[config.mk]
export PLATFORM = sky130hd
export DESIGN_NAME = one_euro_filter_settle_detect_unit
export DESIGN_NICKNAME = d
export VERILOG_FILES = /design/src/sv/oefsd_pkg.sv /design/src/sv/oefsd_mul.sv /design/src/sv/oefsd_div.sv /design/src/sv/oefsd_datapath.sv /design/src/sv/oefsd_ctrl.sv /design/src/sv/one_euro_filter_settle_detect_unit.sv
export SDC_FILE = /design/constraint.sdc
export NUM_CORES = 2
export LEC_CHECK = 0
export ABC_AREA = 1
export BUFFER_PORTS_ARGS = -buffer_cell sky130_fd_sc_hd__buf_2
export CELL_PAD_IN_SITES_DETAIL_PLACEMENT = 1
export CELL_PAD_IN_SITES_GLOBAL_PLACEMENT = 2
export CORE_MARGIN = 3
export CORE_UTILIZATION = 38
export CTS_CLUSTER_DIAMETER = 100
export DETAILED_ROUTE_END_ITERATION = 8
export PLACE_DENSITY_LB_ADDON = 0.05
export SLEW_MARGIN = 10
export SYNTH_ARGS = -nofsm -noshare
export SYNTH_HDL_FRONTEND = slang
export SYNTH_SLANG_ARGS = --single-unit
[constraint.sdc]
create_clock -name aclk -period 8.04 [get_ports aclk]
set_input_delay 1.206 -clock aclk [delete_from_list [all_inputs] [get_ports aclk]]
set_output_delay 1.206 -clock aclk [all_outputs]
set_load 0.005 [all_outputs]
[src/sv/oefsd_pkg.sv]
// ----------------------------------------------------------------------------
// oefsd_pkg: shared definitions for the One Euro filter settle detector
// Field widths, fixed-point constants, register indexes, item kinds and the
// command and status types that pass between the controller and datapath.
// ----------------------------------------------------------------------------
package oefsd_pkg;

    localparam int VAL_W      = 32;
    localparam int US_W       = 20;
    localparam int FC_W       = 16;
    localparam int THR_W      = 24;
    localparam int RATE_W     = 40;
    localparam int MAGX_W     = 33;
    localparam int ARATE_W    = 38;
    localparam int MUL_AW     = 39;
    localparam int TWO_PI_W   = 19;
    localparam int NUM_W      = 55;
    localparam int DEN_W      = 56;
    localparam int DVD_W      = 52;
    localparam int QUO_W      = 52;
    localparam int STEP_W     = 6;
    localparam int KIND_W     = 2;
    localparam int CFG_IDX_W  = 3;
    localparam int CFG_DATA_W = 24;
    localparam int S_TDATA_W  = 56;
    localparam int M_TDATA_W  = 104;

    localparam int COEFF_FRAC_BITS_DEFAULT = 16;

    localparam logic [STEP_W-1:0]   RATE_DIV_STEPS = 6'd52;
    localparam logic [TWO_PI_W-1:0] TWO_PI_Q16     = 19'd411775;
    localparam logic [US_W-1:0]     USEC_PER_SEC   = 20'd1000000;
    localparam logic [DEN_W-1:0]    COEFF_DEN_BASE = 56'd16777216000000;
    localparam logic [ARATE_W-1:0]  RATE_LIMIT     = 38'h3F_FFFF_FFFF;
    localparam logic [FC_W-1:0]     CUTOFF_MAX     = 16'hFFFF;

    localparam logic [KIND_W-1:0] KIND_SAMPLE   = 2'd0;
    localparam logic [KIND_W-1:0] KIND_UNSETTLE = 2'd1;
    localparam logic [KIND_W-1:0] KIND_TARE     = 2'd2;

    localparam logic [CFG_IDX_W-1:0] CFG_MIN_CUTOFF   = 3'd0;
    localparam logic [CFG_IDX_W-1:0] CFG_BETA_GAIN    = 3'd1;
    localparam logic [CFG_IDX_W-1:0] CFG_DERIV_CUTOFF = 3'd2;
    localparam logic [CFG_IDX_W-1:0] CFG_SETTLE_THR   = 3'd3;
    localparam logic [CFG_IDX_W-1:0] CFG_UNSETTLE_THR = 3'd4;

    localparam logic [FC_W-1:0]  MIN_CUTOFF_RESET   = 16'd256;
    localparam logic [FC_W-1:0]  BETA_GAIN_RESET    = 16'd0;
    localparam logic [FC_W-1:0]  DERIV_CUTOFF_RESET = 16'd256;
    localparam logic [THR_W-1:0] SETTLE_THR_RESET   = 24'd256;
    localparam logic [THR_W-1:0] UNSETTLE_THR_RESET = 24'd1024;

    typedef enum logic [3:0] {
        OP_PREP,
        OP_RATE_DIV,
        OP_NUM_D,
        OP_COEF_DIV_D,
        OP_SMOOTH_R,
        OP_BETA,
        OP_NUM_S,
        OP_COEF_DIV_S,
        OP_SMOOTH_V,
        OP_EVENT
    } op_t;

    typedef struct packed {
        logic capture;
        logic start;
        op_t  op;
        logic load_out;
    } dp_cmd_t;

    typedef struct packed {
        logic done;
    } dp_status_t;

endpackage

[src/sv/oefsd_mul.sv]
// ----------------------------------------------------------------------------
// oefsd_mul: shift-and-add multiplier
// Unsigned product, one multiplier bit per cycle, done pulses when complete.
// ----------------------------------------------------------------------------
module oefsd_mul #(
    parameter int AW = 39,
    parameter int BW = 20
) (
    input  logic             aclk,
    input  logic             aresetn,
    input  logic             start,
    input  logic [AW-1:0]    a,
    input  logic [BW-1:0]    b,
    output logic             done,
    output logic [AW+BW-1:0] prod
);

    localparam int PW = AW + BW;
    localparam int CW = $clog2(BW + 1);

    logic [PW-1:0] acc_reg, mcand_reg;
    logic [BW-1:0] mplier_reg;
    logic [CW-1:0] cnt_reg;
    logic          busy_reg, done_reg;

    always_ff @(posedge aclk) begin
        if (!aresetn) begin
            busy_reg <= 1'b0;
            done_reg <= 1'b0;
        end else begin
            done_reg <= !start && busy_reg && cnt_reg == CW'(1);
            if (start) begin
                busy_reg <= 1'b1;
            end else if (busy_reg && cnt_reg == CW'(1)) begin
                busy_reg <= 1'b0;
            end
        end
    end

    always_ff @(posedge aclk) begin
        if (start) begin
            acc_reg    <= '0;
            mcand_reg  <= PW'(a);
            mplier_reg <= b;
            cnt_reg    <= CW'(BW);
        end else if (busy_reg) begin
            if (mplier_reg[0]) begin
                acc_reg <= acc_reg + mcand_reg;
            end
            mcand_reg  <= mcand_reg << 1;
            mplier_reg <= mplier_reg >> 1;
            cnt_reg    <= cnt_reg - CW'(1);
        end
    end

    assign done = done_reg;
    assign prod = acc_reg;

endmodule

[src/sv/oefsd_div.sv]
// ----------------------------------------------------------------------------
// oefsd_div: restoring divider
// One quotient bit per cycle; the remainder starts from a given value and
// dividend bits are shifted in from the top.
// ----------------------------------------------------------------------------
module oefsd_div
    import oefsd_pkg::*;
(
    input  logic              aclk,
    input  logic              aresetn,
    input  logic              start,
    input  logic [DEN_W-1:0]  rem_init,
    input  logic [DVD_W-1:0]  dvd,
    input  logic [DEN_W-1:0]  den,
    input  logic [STEP_W-1:0] steps,
    output logic              done,
    output logic [QUO_W-1:0]  quo,
    output logic [DEN_W-1:0]  rem
);

    logic [DEN_W-1:0]  rem_reg, den_reg;
    logic [DVD_W-1:0]  dvd_reg;
    logic [QUO_W-1:0]  quo_reg;
    logic [STEP_W-1:0] cnt_reg;
    logic              busy_reg, done_reg;
    logic [DEN_W:0]    trial;
    logic              fits;

    assign trial = {rem_reg, dvd_reg[DVD_W-1]};
    assign fits  = trial >= {1'b0, den_reg};

    always_ff @(posedge aclk) begin
        if (!aresetn) begin
            busy_reg <= 1'b0;
            done_reg <= 1'b0;
        end else begin
            done_reg <= !start && busy_reg && cnt_reg == STEP_W'(1);
            if (start) begin
                busy_reg <= 1'b1;
            end else if (busy_reg && cnt_reg == STEP_W'(1)) begin
                busy_reg <= 1'b0;
            end
        end
    end

    always_ff @(posedge aclk) begin
        if (start) begin
            rem_reg <= rem_init;
            den_reg <= den;
            dvd_reg <= dvd;
            quo_reg <= '0;
            cnt_reg <= steps;
        end else if (busy_reg) begin
            if (fits) begin
                rem_reg <= DEN_W'(trial - {1'b0, den_reg});
            end else begin
                rem_reg <= trial[DEN_W-1:0];
            end
            quo_reg <= {quo_reg[QUO_W-2:0], fits};
            dvd_reg <= dvd_reg << 1;
            cnt_reg <= cnt_reg - STEP_W'(1);
        end
    end

    assign done = done_reg;
    assign quo  = quo_reg;
    assign rem  = rem_reg;

endmodule

[src/sv/oefsd_datapath.sv]
// ----------------------------------------------------------------------------
// oefsd_datapath: filter state, configuration and arithmetic
// Holds the registers, the shared multiplier and divider, and carries out
// each operation that the controller issues.
// ----------------------------------------------------------------------------
module oefsd_datapath
    import oefsd_pkg::*;
#(
    parameter int COEFF_FRAC_BITS = COEFF_FRAC_BITS_DEFAULT
) (
    input  logic                  aclk,
    input  logic                  aresetn,
    input  logic                  cfg_wr_en,
    input  logic [CFG_IDX_W-1:0]  cfg_index,
    input  logic [CFG_DATA_W-1:0] cfg_wdata,
    input  logic [S_TDATA_W-1:0]  s_tdata,
    input  logic [KIND_W-1:0]     s_kind,
    input  dp_cmd_t               cmd,
    output dp_status_t            status,
    output logic [M_TDATA_W-1:0]  m_data
);

    localparam int CFB    = COEFF_FRAC_BITS;
    localparam int MUL_BW = (CFB + 1 > US_W) ? CFB + 1 : US_W;
    localparam int PW     = MUL_AW + MUL_BW;

    function automatic logic [VAL_W-1:0] sat33(input logic [VAL_W:0] v);
        if (v[VAL_W] != v[VAL_W-1]) begin
            sat33 = v[VAL_W] ? {1'b1, {(VAL_W-1){1'b0}}} : {1'b0, {(VAL_W-1){1'b1}}};
        end else begin
            sat33 = v[VAL_W-1:0];
        end
    endfunction

    logic [FC_W-1:0]  min_cutoff_reg, beta_gain_reg, deriv_cutoff_reg;
    logic [THR_W-1:0] settle_thr_reg, unsettle_thr_reg;

    logic [VAL_W-1:0]  fv_reg, sv_reg, tare_reg;
    logic [RATE_W-1:0] frate_reg;
    logic              settled_reg;
    logic              simple_done_reg;

    logic [VAL_W-1:0]  x_reg;
    logic [US_W-1:0]   us_reg;
    logic [KIND_W-1:0] kind_reg;
    logic [MAGX_W-1:0] magx_reg;
    logic              xneg_reg, rneg_reg;
    logic [RATE_W-1:0] raw_reg, new_rate_reg;
    logic [NUM_W-1:0]  num_reg;
    logic [DEN_W-1:0]  den_reg;
    logic [CFB:0]      a_reg;
    logic [FC_W-1:0]   cut_reg;
    op_t               cur_op_reg;

    logic [VAL_W-1:0]  reading_reg, settled_weight_reg, rate_out_reg;
    logic              settled_out_reg;

    // Operand forming
    logic [MAGX_W-1:0]  diffx, diffx_mag;
    logic [RATE_W:0]    rdiff, rdiff_mag;
    logic [RATE_W-1:0]  nrate_mag;
    logic [ARATE_W-1:0] arate;
    logic [FC_W-1:0]    fc_sel;
    logic [34:0]        two_pi_fc;
    logic [MUL_AW-1:0]  mul_a;
    logic [MUL_BW-1:0]  mul_b;
    logic               mul_start, mul_done;
    logic [PW-1:0]      mul_prod;

    logic [DVD_W:0]     rate_dvd_full;
    logic [DVD_W-1:0]   rate_dvd;
    logic [DEN_W-1:0]   coef_den;
    logic               is_rate_div, div_start, div_done;
    logic [QUO_W-1:0]   div_quo;
    logic [DEN_W-1:0]   div_rem;

    assign diffx     = {x_reg[VAL_W-1], x_reg} - {fv_reg[VAL_W-1], fv_reg};
    assign diffx_mag = diffx[MAGX_W-1] ? MAGX_W'(0) - diffx : diffx;
    assign rdiff     = {raw_reg[RATE_W-1], raw_reg} - {frate_reg[RATE_W-1], frate_reg};
    assign rdiff_mag = rdiff[RATE_W] ? (RATE_W+1)'(0) - rdiff : rdiff;
    assign nrate_mag = new_rate_reg[RATE_W-1] ? RATE_W'(0) - new_rate_reg : new_rate_reg;
    assign arate     = nrate_mag[ARATE_W-1:0];
    assign fc_sel    = (cmd.op == OP_NUM_D) ? deriv_cutoff_reg : cut_reg;
    assign two_pi_fc = 35'(TWO_PI_Q16) * 35'(fc_sel);

    always_comb begin
        mul_a = '0;
        mul_b = '0;
        case (cmd.op)
            OP_NUM_D, OP_NUM_S: begin
                mul_a = MUL_AW'(two_pi_fc);
                mul_b = MUL_BW'(us_reg);
            end
            OP_SMOOTH_R: begin
                mul_a = rdiff_mag[MUL_AW-1:0];
                mul_b = MUL_BW'(a_reg);
            end
            OP_BETA: begin
                mul_a = MUL_AW'(arate);
                mul_b = MUL_BW'(beta_gain_reg);
            end
            OP_SMOOTH_V: begin
                mul_a = MUL_AW'(magx_reg);
                mul_b = MUL_BW'(a_reg);
            end
            default: begin
                mul_a = '0;
                mul_b = '0;
            end
        endcase
    end

    assign mul_start = cmd.start && (cmd.op == OP_NUM_D || cmd.op == OP_NUM_S ||
                       cmd.op == OP_SMOOTH_R || cmd.op == OP_BETA || cmd.op == OP_SMOOTH_V);

    oefsd_mul #(
        .AW(MUL_AW),
        .BW(MUL_BW)
    ) u_mul (
        .aclk   (aclk),
        .aresetn(aresetn),
        .start  (mul_start),
        .a      (mul_a),
        .b      (mul_b),
        .done   (mul_done),
        .prod   (mul_prod)
    );

    // The raw rate is rounded by adding half the divisor before dividing.
    assign rate_dvd_full = (DVD_W+1)'(magx_reg) * (DVD_W+1)'(USEC_PER_SEC);
    assign rate_dvd      = rate_dvd_full[DVD_W-1:0] + DVD_W'(us_reg >> 1);
    assign coef_den      = DEN_W'(num_reg) + COEFF_DEN_BASE;
    assign is_rate_div   = cmd.op == OP_RATE_DIV;
    assign div_start     = cmd.start && (cmd.op == OP_RATE_DIV ||
                           cmd.op == OP_COEF_DIV_D || cmd.op == OP_COEF_DIV_S);

    oefsd_div u_div (
        .aclk    (aclk),
        .aresetn (aresetn),
        .start   (div_start),
        .rem_init(is_rate_div ? DEN_W'(0) : DEN_W'(num_reg)),
        .dvd     (is_rate_div ? rate_dvd : DVD_W'(0)),
        .den     (is_rate_div ? DEN_W'(us_reg) : coef_den),
        .steps   (is_rate_div ? RATE_DIV_STEPS : STEP_W'(CFB)),
        .done    (div_done),
        .quo     (div_quo),
        .rem     (div_rem)
    );

    // Result shaping
    logic [ARATE_W-1:0] q_sat;
    logic [RATE_W-1:0]  raw_pos, raw_val;
    logic               round_up;
    logic [CFB:0]       a_val;
    logic [PW-1:0]      rsum, rshift, bsum, bshift;
    logic [RATE_W:0]    nrate, lim_pos, lim_neg;
    logic [RATE_W-1:0]  nrate_sat;
    logic [FC_W:0]      cut_sum;
    logic [FC_W-1:0]    cut_val;
    logic [VAL_W+1:0]   nval;
    logic               set_now, drop_now;

    assign q_sat    = (div_quo > QUO_W'(RATE_LIMIT)) ? RATE_LIMIT : div_quo[ARATE_W-1:0];
    assign raw_pos  = RATE_W'(q_sat);
    assign raw_val  = xneg_reg ? RATE_W'(0) - raw_pos : raw_pos;
    assign round_up = {div_rem, 1'b0} >= {1'b0, den_reg};
    assign a_val    = (CFB+1)'(div_quo[CFB-1:0]) + (CFB+1)'(round_up);

    assign rsum   = mul_prod + (PW'(1) << (CFB - 1));
    assign rshift = rsum >> CFB;

    assign lim_pos = (RATE_W+1)'(RATE_LIMIT);
    assign lim_neg = (RATE_W+1)'(0) - lim_pos;
    assign nrate   = rneg_reg
                   ? {frate_reg[RATE_W-1], frate_reg} - (RATE_W+1)'(rshift[MUL_AW-1:0])
                   : {frate_reg[RATE_W-1], frate_reg} + (RATE_W+1)'(rshift[MUL_AW-1:0]);

    always_comb begin
        if ($signed(nrate) > $signed(lim_pos)) begin
            nrate_sat = lim_pos[RATE_W-1:0];
        end else if ($signed(nrate) < $signed(lim_neg)) begin
            nrate_sat = lim_neg[RATE_W-1:0];
        end else begin
            nrate_sat = nrate[RATE_W-1:0];
        end
    end

    assign bsum    = mul_prod + PW'(128);
    assign bshift  = bsum >> 8;
    assign cut_sum = {1'b0, bshift[FC_W-1:0]} + {1'b0, min_cutoff_reg};
    assign cut_val = ((|bshift[PW-1:FC_W]) || cut_sum[FC_W]) ? CUTOFF_MAX : cut_sum[FC_W-1:0];

    assign nval = xneg_reg
                ? {{2{fv_reg[VAL_W-1]}}, fv_reg} - (VAL_W+2)'(rshift[MAGX_W-1:0])
                : {{2{fv_reg[VAL_W-1]}}, fv_reg} + (VAL_W+2)'(rshift[MAGX_W-1:0]);

    assign set_now  = arate < ARATE_W'(settle_thr_reg);
    assign drop_now = (arate > ARATE_W'(unsettle_thr_reg)) && settled_reg;

    // State with a defined reset value
    always_ff @(posedge aclk) begin
        if (!aresetn) begin
            min_cutoff_reg   <= MIN_CUTOFF_RESET;
            beta_gain_reg    <= BETA_GAIN_RESET;
            deriv_cutoff_reg <= DERIV_CUTOFF_RESET;
            settle_thr_reg   <= SETTLE_THR_RESET;
            unsettle_thr_reg <= UNSETTLE_THR_RESET;
            fv_reg           <= '0;
            frate_reg        <= '0;
            sv_reg           <= '0;
            tare_reg         <= '0;
            settled_reg      <= 1'b0;
            simple_done_reg  <= 1'b0;
        end else begin
            simple_done_reg <= cmd.start && (cmd.op == OP_PREP || cmd.op == OP_EVENT);
            if (cfg_wr_en) begin
                case (cfg_index)
                    CFG_MIN_CUTOFF:   min_cutoff_reg   <= cfg_wdata[FC_W-1:0];
                    CFG_BETA_GAIN:    beta_gain_reg    <= cfg_wdata[FC_W-1:0];
                    CFG_DERIV_CUTOFF: deriv_cutoff_reg <= cfg_wdata[FC_W-1:0];
                    CFG_SETTLE_THR:   settle_thr_reg   <= cfg_wdata;
                    CFG_UNSETTLE_THR: unsettle_thr_reg <= cfg_wdata;
                    default: begin
                    end
                endcase
            end
            if (cmd.start && cmd.op == OP_EVENT) begin
                case (kind_reg)
                    KIND_UNSETTLE: settled_reg <= 1'b0;
                    KIND_TARE: begin
                        tare_reg <= fv_reg;
                        sv_reg   <= fv_reg;
                    end
                    default: begin
                    end
                endcase
            end
            // Commit: the flag is judged on the new rate, and a drop keeps
            // the value from before this sample.
            if (mul_done && cur_op_reg == OP_SMOOTH_V) begin
                fv_reg    <= nval[VAL_W-1:0];
                frate_reg <= new_rate_reg;
                if (set_now) begin
                    settled_reg <= 1'b1;
                end else if (drop_now) begin
                    settled_reg <= 1'b0;
                    sv_reg      <= fv_reg;
                end
            end
        end
    end

    // Working and output registers
    always_ff @(posedge aclk) begin
        if (cmd.capture) begin
            x_reg    <= s_tdata[VAL_W-1:0];
            us_reg   <= (s_tdata[VAL_W+US_W-1:VAL_W] == '0) ? US_W'(1)
                                                            : s_tdata[VAL_W+US_W-1:VAL_W];
            kind_reg <= s_kind;
        end
        if (cmd.start) begin
            cur_op_reg <= cmd.op;
            case (cmd.op)
                OP_PREP: begin
                    magx_reg <= diffx_mag;
                    xneg_reg <= diffx[MAGX_W-1];
                end
                OP_SMOOTH_R: rneg_reg <= rdiff[RATE_W];
                OP_COEF_DIV_D, OP_COEF_DIV_S: den_reg <= coef_den;
                default: begin
                end
            endcase
        end
        if (div_done) begin
            if (cur_op_reg == OP_RATE_DIV) begin
                raw_reg <= raw_val;
            end else begin
                a_reg <= a_val;
            end
        end
        if (mul_done) begin
            case (cur_op_reg)
                OP_NUM_D, OP_NUM_S: num_reg      <= mul_prod[NUM_W-1:0];
                OP_SMOOTH_R:        new_rate_reg <= nrate_sat;
                OP_BETA:            cut_reg      <= cut_val;
                default: begin
                end
            endcase
        end
        if (cmd.load_out) begin
            reading_reg        <= sat33({fv_reg[VAL_W-1], fv_reg} - {tare_reg[VAL_W-1], tare_reg});
            settled_weight_reg <= sat33({sv_reg[VAL_W-1], sv_reg} - {tare_reg[VAL_W-1], tare_reg});
            settled_out_reg    <= settled_reg;
            if (frate_reg[RATE_W-1:VAL_W-1] == '0 || frate_reg[RATE_W-1:VAL_W-1] == '1) begin
                rate_out_reg <= frate_reg[VAL_W-1:0];
            end else begin
                rate_out_reg <= frate_reg[RATE_W-1] ? {1'b1, {(VAL_W-1){1'b0}}}
                                                    : {1'b0, {(VAL_W-1){1'b1}}};
            end
        end
    end

    assign status.done = mul_done || div_done || simple_done_reg;
    assign m_data = M_TDATA_W'({rate_out_reg, settled_out_reg, settled_weight_reg, reading_reg});

endmodule

[src/sv/oefsd_ctrl.sv]
// ----------------------------------------------------------------------------
// oefsd_ctrl: operation sequencer
// Accepts an item, steps the datapath through its operations and hands the
// result to the output register.
// ----------------------------------------------------------------------------
module oefsd_ctrl
    import oefsd_pkg::*;
(
    input  logic              aclk,
    input  logic              aresetn,
    input  logic              s_tvalid,
    input  logic [KIND_W-1:0] s_kind,
    output logic              s_tready,
    output logic              m_tvalid,
    input  logic              m_tready,
    output dp_cmd_t           cmd,
    input  dp_status_t        status
);

    typedef enum logic [1:0] {
        ST_IDLE,
        ST_ISSUE,
        ST_WAIT,
        ST_OUT
    } state_t;

    state_t state_reg;
    op_t    op_reg;
    logic   m_tvalid_reg;
    logic   load_out;

    function automatic op_t next_op(input op_t op);
        case (op)
            OP_PREP:       next_op = OP_RATE_DIV;
            OP_RATE_DIV:   next_op = OP_NUM_D;
            OP_NUM_D:      next_op = OP_COEF_DIV_D;
            OP_COEF_DIV_D: next_op = OP_SMOOTH_R;
            OP_SMOOTH_R:   next_op = OP_BETA;
            OP_BETA:       next_op = OP_NUM_S;
            OP_NUM_S:      next_op = OP_COEF_DIV_S;
            OP_COEF_DIV_S: next_op = OP_SMOOTH_V;
            default:       next_op = OP_PREP;
        endcase
    endfunction

    assign load_out = (state_reg == ST_OUT) && (!m_tvalid_reg || m_tready);

    always_ff @(posedge aclk) begin
        if (!aresetn) begin
            state_reg    <= ST_IDLE;
            op_reg       <= OP_PREP;
            m_tvalid_reg <= 1'b0;
        end else begin
            if (load_out) begin
                m_tvalid_reg <= 1'b1;
            end else if (m_tready) begin
                m_tvalid_reg <= 1'b0;
            end
            case (state_reg)
                ST_IDLE: begin
                    if (s_tvalid) begin
                        op_reg    <= (s_kind == KIND_SAMPLE) ? OP_PREP : OP_EVENT;
                        state_reg <= ST_ISSUE;
                    end
                end
                ST_ISSUE: state_reg <= ST_WAIT;
                ST_WAIT: begin
                    if (status.done) begin
                        if (op_reg == OP_SMOOTH_V || op_reg == OP_EVENT) begin
                            state_reg <= ST_OUT;
                        end else begin
                            op_reg    <= next_op(op_reg);
                            state_reg <= ST_ISSUE;
                        end
                    end
                end
                ST_OUT: begin
                    if (load_out) begin
                        state_reg <= ST_IDLE;
                    end
                end
                default: state_reg <= ST_IDLE;
            endcase
        end
    end

    assign s_tready     = state_reg == ST_IDLE;
    assign m_tvalid     = m_tvalid_reg;
    assign cmd.capture  = s_tvalid && (state_reg == ST_IDLE);
    assign cmd.start    = state_reg == ST_ISSUE;
    assign cmd.op       = op_reg;
    assign cmd.load_out = load_out;

`ifndef SYNTHESIS
    a_done_only_waiting: assert property (@(posedge aclk) disable iff (!aresetn)
        status.done |-> state_reg == ST_WAIT)
        else $error("datapath finished an operation that was not awaited");

    a_accept_issues: assert property (@(posedge aclk) disable iff (!aresetn)
        s_tvalid && s_tready |=> state_reg == ST_ISSUE && !s_tready)
        else $error("accepted item did not start an operation");

    a_load_presents: assert property (@(posedge aclk) disable iff (!aresetn)
        load_out |=> m_tvalid && state_reg == ST_IDLE)
        else $error("loaded result not presented");

    a_no_overwrite: assert property (@(posedge aclk) disable iff (!aresetn)
        load_out |-> !(m_tvalid_reg && !m_tready))
        else $error("result overwritten while stalled");
`endif

endmodule

[src/sv/one_euro_filter_settle_detect_unit.sv]
// ----------------------------------------------------------------------------
// one_euro_filter_settle_detect_unit: One Euro weight filter with settling
// Smooths load cell weight samples, estimates their rate of change, and keeps
// a settled flag with hysteresis together with the last settled weight.
// ----------------------------------------------------------------------------
// Usage. Input items arrive on the s_ stream: s_tuser carries the kind
// (sample, unsettle event or tare capture) and s_tdata carries the sample and
// the elapsed microseconds. Each input item gives exactly one result item on
// the m_ stream with the reading, the last settled weight, the settled flag
// and the rate estimate, all taken after the item has been applied.
// Configuration registers are written through cfg_wr_en, cfg_index and
// cfg_wdata; the user must write them only while the block is idle, which
// the block itself does not enforce; they take effect on the next item.
// One item is worked on at a time. The work on a sample item is set by the
// shift-and-add multiplier, used five times at one bit a cycle over MB bits,
// where MB is the larger of 20 and COEFF_FRAC_BITS + 1, and the restoring
// divider, which takes 52 steps for the rate and COEFF_FRAC_BITS steps for
// each coefficient.
// Reset clears the filter state, the flag and the tare offset, and loads the
// register defaults. When the receiver stalls, the finished result waits in
// the output register; the next item is still accepted and processed, and
// only its own result waits until the output register is free.
// ----------------------------------------------------------------------------
module one_euro_filter_settle_detect_unit
    import oefsd_pkg::*;
#(
    parameter int COEFF_FRAC_BITS = COEFF_FRAC_BITS_DEFAULT
) (
    input  logic                  aclk,
    input  logic                  aresetn,
    // Configuration write port
    input  logic                  cfg_wr_en,
    input  logic [CFG_IDX_W-1:0]  cfg_index,
    input  logic [CFG_DATA_W-1:0] cfg_wdata,
    // Input items
    input  logic                  s_tvalid,
    output logic                  s_tready,
    input  logic [S_TDATA_W-1:0]  s_tdata,  // sample[31:0], elapsed_us[51:32], zero pad
    input  logic [KIND_W-1:0]     s_tuser,  // kind[1:0]
    // Result items
    output logic                  m_tvalid,
    input  logic                  m_tready,
    output logic [M_TDATA_W-1:0]  m_tdata   // reading[31:0], settled_weight[63:32],
                                            // settled[64], rate_estimate[96:65], zero pad
);

    // The controller and datapath talk only through these two structs.
    dp_cmd_t    cmd;
    dp_status_t status;

    oefsd_ctrl u_ctrl (
        .aclk    (aclk),
        .aresetn (aresetn),
        .s_tvalid(s_tvalid),
        .s_kind  (s_tuser),
        .s_tready(s_tready),
        .m_tvalid(m_tvalid),
        .m_tready(m_tready),
        .cmd     (cmd),
        .status  (status)
    );

    oefsd_datapath #(
        .COEFF_FRAC_BITS(COEFF_FRAC_BITS)
    ) u_datapath (
        .aclk     (aclk),
        .aresetn  (aresetn),
        .cfg_wr_en(cfg_wr_en),
        .cfg_index(cfg_index),
        .cfg_wdata(cfg_wdata),
        .s_tdata  (s_tdata),
        .s_kind   (s_tuser),
        .cmd      (cmd),
        .status   (status),
        .m_data   (m_tdata)
    );

endmodule
==> results.ini <==
[placed_design]
dp_hpwl_um = 301000
place.gp.congestion = 0.975
port_buffers = 184

[setup_path]
worstSetupEndpointType = flip-flop
r2r_cells = 26
crit_type = reg2reg
start_kind = flip-flop
worstPathRequired_ps = 8570
slowest_stage = fa_1
cpMostUsedCell = fa_1
critical_path_arrival_ps = 8130
r2r-end = u_datapath.u_mul.mcand_reg[34]
crit_fanout = 28
slowest_delay_ps = 600
r2r_setup_slack_ps = 440
r2r_start = u_ctrl.op_reg[1]

[timing]
worst_slew_pin_slew_ps = 1240
rsz0062_at_grt = no
timing.setup.tns_ps = 0
relSlewSlack = 0.173
maxClockFrequency_ghz = 0.132
finalCritPeriodShare = 0.945
hold_violations = 0
period_needed_ps = 7600
fin_skew_ps = 33.5
finalSetupViolCount = 0
final-max-slew-violation-count = 0

[route]
drt-wirelength-per-cell_um = 24.1
wl_um = 360000
met2_length_um = 164000
m1WireLength_um = 165000
wl_met3_um = 16500
vias = 80400
top_layer_used = met5
via_per_inst = 5.39
drtPass1Iterations = 5
drtIter0Drc = 5069
ant_nets = 0
drc = 0

[yosys]
synthArstFlopShare = 0
synth_ff_type = edfxtp_1
ys_seq_elements = 1027
syn-cell-area_mm2 = 0.0860
synth_edf_count = 642
ys_seq_area_frac = 0.314
ys_types = 72
netlist_instances = 11600
synth.avg_cell_area_um2 = 7.39
yosys_warnings = 0

[clock_network]
numCtsBuffers = 130
postCtsSetupBuffers = 0
cts_tree = built
cts_buffer_depth = 3
clk_pin_slew_worst_paths_ps = 60
insertion_delay_ps = 820
ctsRootBufferMaster = clkbuf_16
htree_levels = 4
clock-sinks = 1027

[min_path]
min_to = u_datapath.den_reg[29]
min_from = u_datapath.num_reg[29]
min_path_type = reg2reg
whs_path_depth = 0

[pwr]
power.density_mw_per_mm2 = 499
p_total_w = 0.0474
leakagePower_nw = 44.6
ir_drop_mv = 0.654

[finish]
mostFrequentLayoutCell = nand2_1
drive_gt1_frac = 0.0591
fill_cells = 27900
syn_to_final_growth_pct = 10.6
most-common-layout-cells = nand2_1 (2,400), inv_1 (1,937), nor2_1 (1,207), a21oi_1 (877), o21ai_0 (828)
finish.net_count = 12900

[floorplan]
num_io_pins = 196
num_rows = 173
core-area_mm2 = 0.224
initial_utilization = 0.384
dieHeight_um = 482
die-area_mm2 = 0.232
die_x_um = 482

[grt]
grt_first_pass_wirelength_um = 532000
track_usage = 0.305
grt_pass1_vias = 82500
antenna_found_initial = 24
grt_overflow = 0
grt_max_degree = 156

[outcome]
status = finished clean

[job]
maxCapViolations = 0

critical path: cells and delay by family (launching register included):
kind            cells  cell delay, ps
compound gates      5            1120
simple gates        9            1440
flops               1             370
buf+inv             5             690
fa+ha+maj           7            3670
cell families after synthesis:
| group | after synthesis | share of synthesized area |
|---|---|---|
| simple gates | 4654 | 0.227 |
| buf+inv | 2249 | 0.0999 |
| compound gates | 2215 | 0.141 |
| flops | 1027 | 0.314 |
| fa+ha+maj | 1005 | 0.167 |
| xor+xnor | 484 | 0.0501 |
| mux | 4 | 0.000524 |
| other cells | 1 | 0.0000436 |
area by class of cell:
| class | instances | area (um^2) | area share |
|---|---|---|---|
| Multi-Input combinational cell | 8369 | 50600 | 0.532 |
| Inverter | 1973 | 7410 | 0.0779 |
| Antenna cell | 10 | 25.0 | 0.000263 |
| Tap cell | 2975 | 3720 | 0.0392 |
| Clock buffer | 179 | 3610 | 0.0380 |
| Clock inverter | 62 | 766 | 0.00806 |
| Timing Repair Buffer | 312 | 1950 | 0.0205 |
| Sequential cell | 1027 | 27000 | 0.284 |
synth_stat cells (26+ instances only):
| cell type | number | share of area |
|---|---|---|
| or2_2 | 31 | 0.0023 |
| a31oi_1 | 107 | 0.0078 |
| ha_1 | 767 | 0.11 |
| fa_1 | 238 | 0.055 |
| a21boi_0 | 26 | 0.0023 |
| o21a_1 | 28 | 0.0024 |
| nand2_2 | 34 | 0.0025 |
| o21ai_0 | 835 | 0.049 |
| nand2_1 | 2404 | 0.10 |
| o211ai_1 | 46 | 0.0040 |
| nand3_1 | 484 | 0.028 |
| a21oi_1 | 877 | 0.051 |
| edfxtp_1 | 642 | 0.22 |
| dfxtp_1 | 385 | 0.090 |
| nand3b_1 | 29 | 0.0025 |
| nor3_1 | 145 | 0.0084 |
| o21bai_1 | 37 | 0.0032 |
| a21o_1 | 40 | 0.0035 |
| o31ai_1 | 33 | 0.0029 |
| nor2_1 | 1217 | 0.053 |
| xor2_1 | 341 | 0.035 |
| o22ai_1 | 75 | 0.0055 |
| inv_1 | 1941 | 0.085 |
| nor4_1 | 55 | 0.0040 |
| nand4_1 | 168 | 0.012 |
| clkbuf_1 | 219 | 0.0096 |
| xnor2_1 | 135 | 0.014 |
how the worst max path moves through the flow:
stage,cells after the start,slack [ps],to,start
after floorplan,28,1040,u_datapath.u_mul.mcand_reg[29],u_ctrl.op_reg[3]
after global placement,27,490,u_datapath.u_mul.mcand_reg[29],u_ctrl.op_reg[1]
after detailed placement,26,360,u_datapath.u_mul.mcand_reg[34],u_ctrl.op_reg[1]
after CTS,26,340,u_datapath.u_mul.mcand_reg[34],u_ctrl.op_reg[1]
after global routing,28,40,u_datapath.u_mul.mcand_reg[29],u_ctrl.op_reg[1]
final,26,440,u_datapath.u_mul.mcand_reg[34],u_ctrl.op_reg[1]
metal layers:
| metal | global-route usage | vias up |
|---|---|---|
| li1 | - | 38600 |
| met1 | 0.414 | 39600 |
| met2 | 0.498 | 1718 |
| met3 | 0.0389 | 468 |
| met4 | 0.108 | 8 |
| met5 | 0 | - |
power breakdown:
| group | internal [W] | total, W | switching [W] |
|---|---|---|---|
| clock network | 0.00341 | 0.00601 | 0.00260 |
| logic | 0.0103 | 0.0339 | 0.0236 |
| registers | 0.00662 | 0.00756 | 0.000934 |
stage by stage:
step           utilization  hold slack (ps)  worst slack, ps  instances  area, um^2
3_3_place_gp         0.405              433              494      14700       90600
6_report             0.425              448              441      14900       95000
4_1_cts              0.425              448              335      14900       95000
2_1_floorplan            -              406             1040      11600       86000
5_1_grt              0.425              466             41.3      14900       95000
3_5_place_dp         0.405              434              358      14700       90600
repair_timing:
action / in CTS / in global routing
endpoints found under the hold margin: 0 / 0
gates resized for setup: 0 / 5
setup endpoints to repair: 0 / 4
hold buffers: 0 / 0
(Power assumes the default switching activity.)
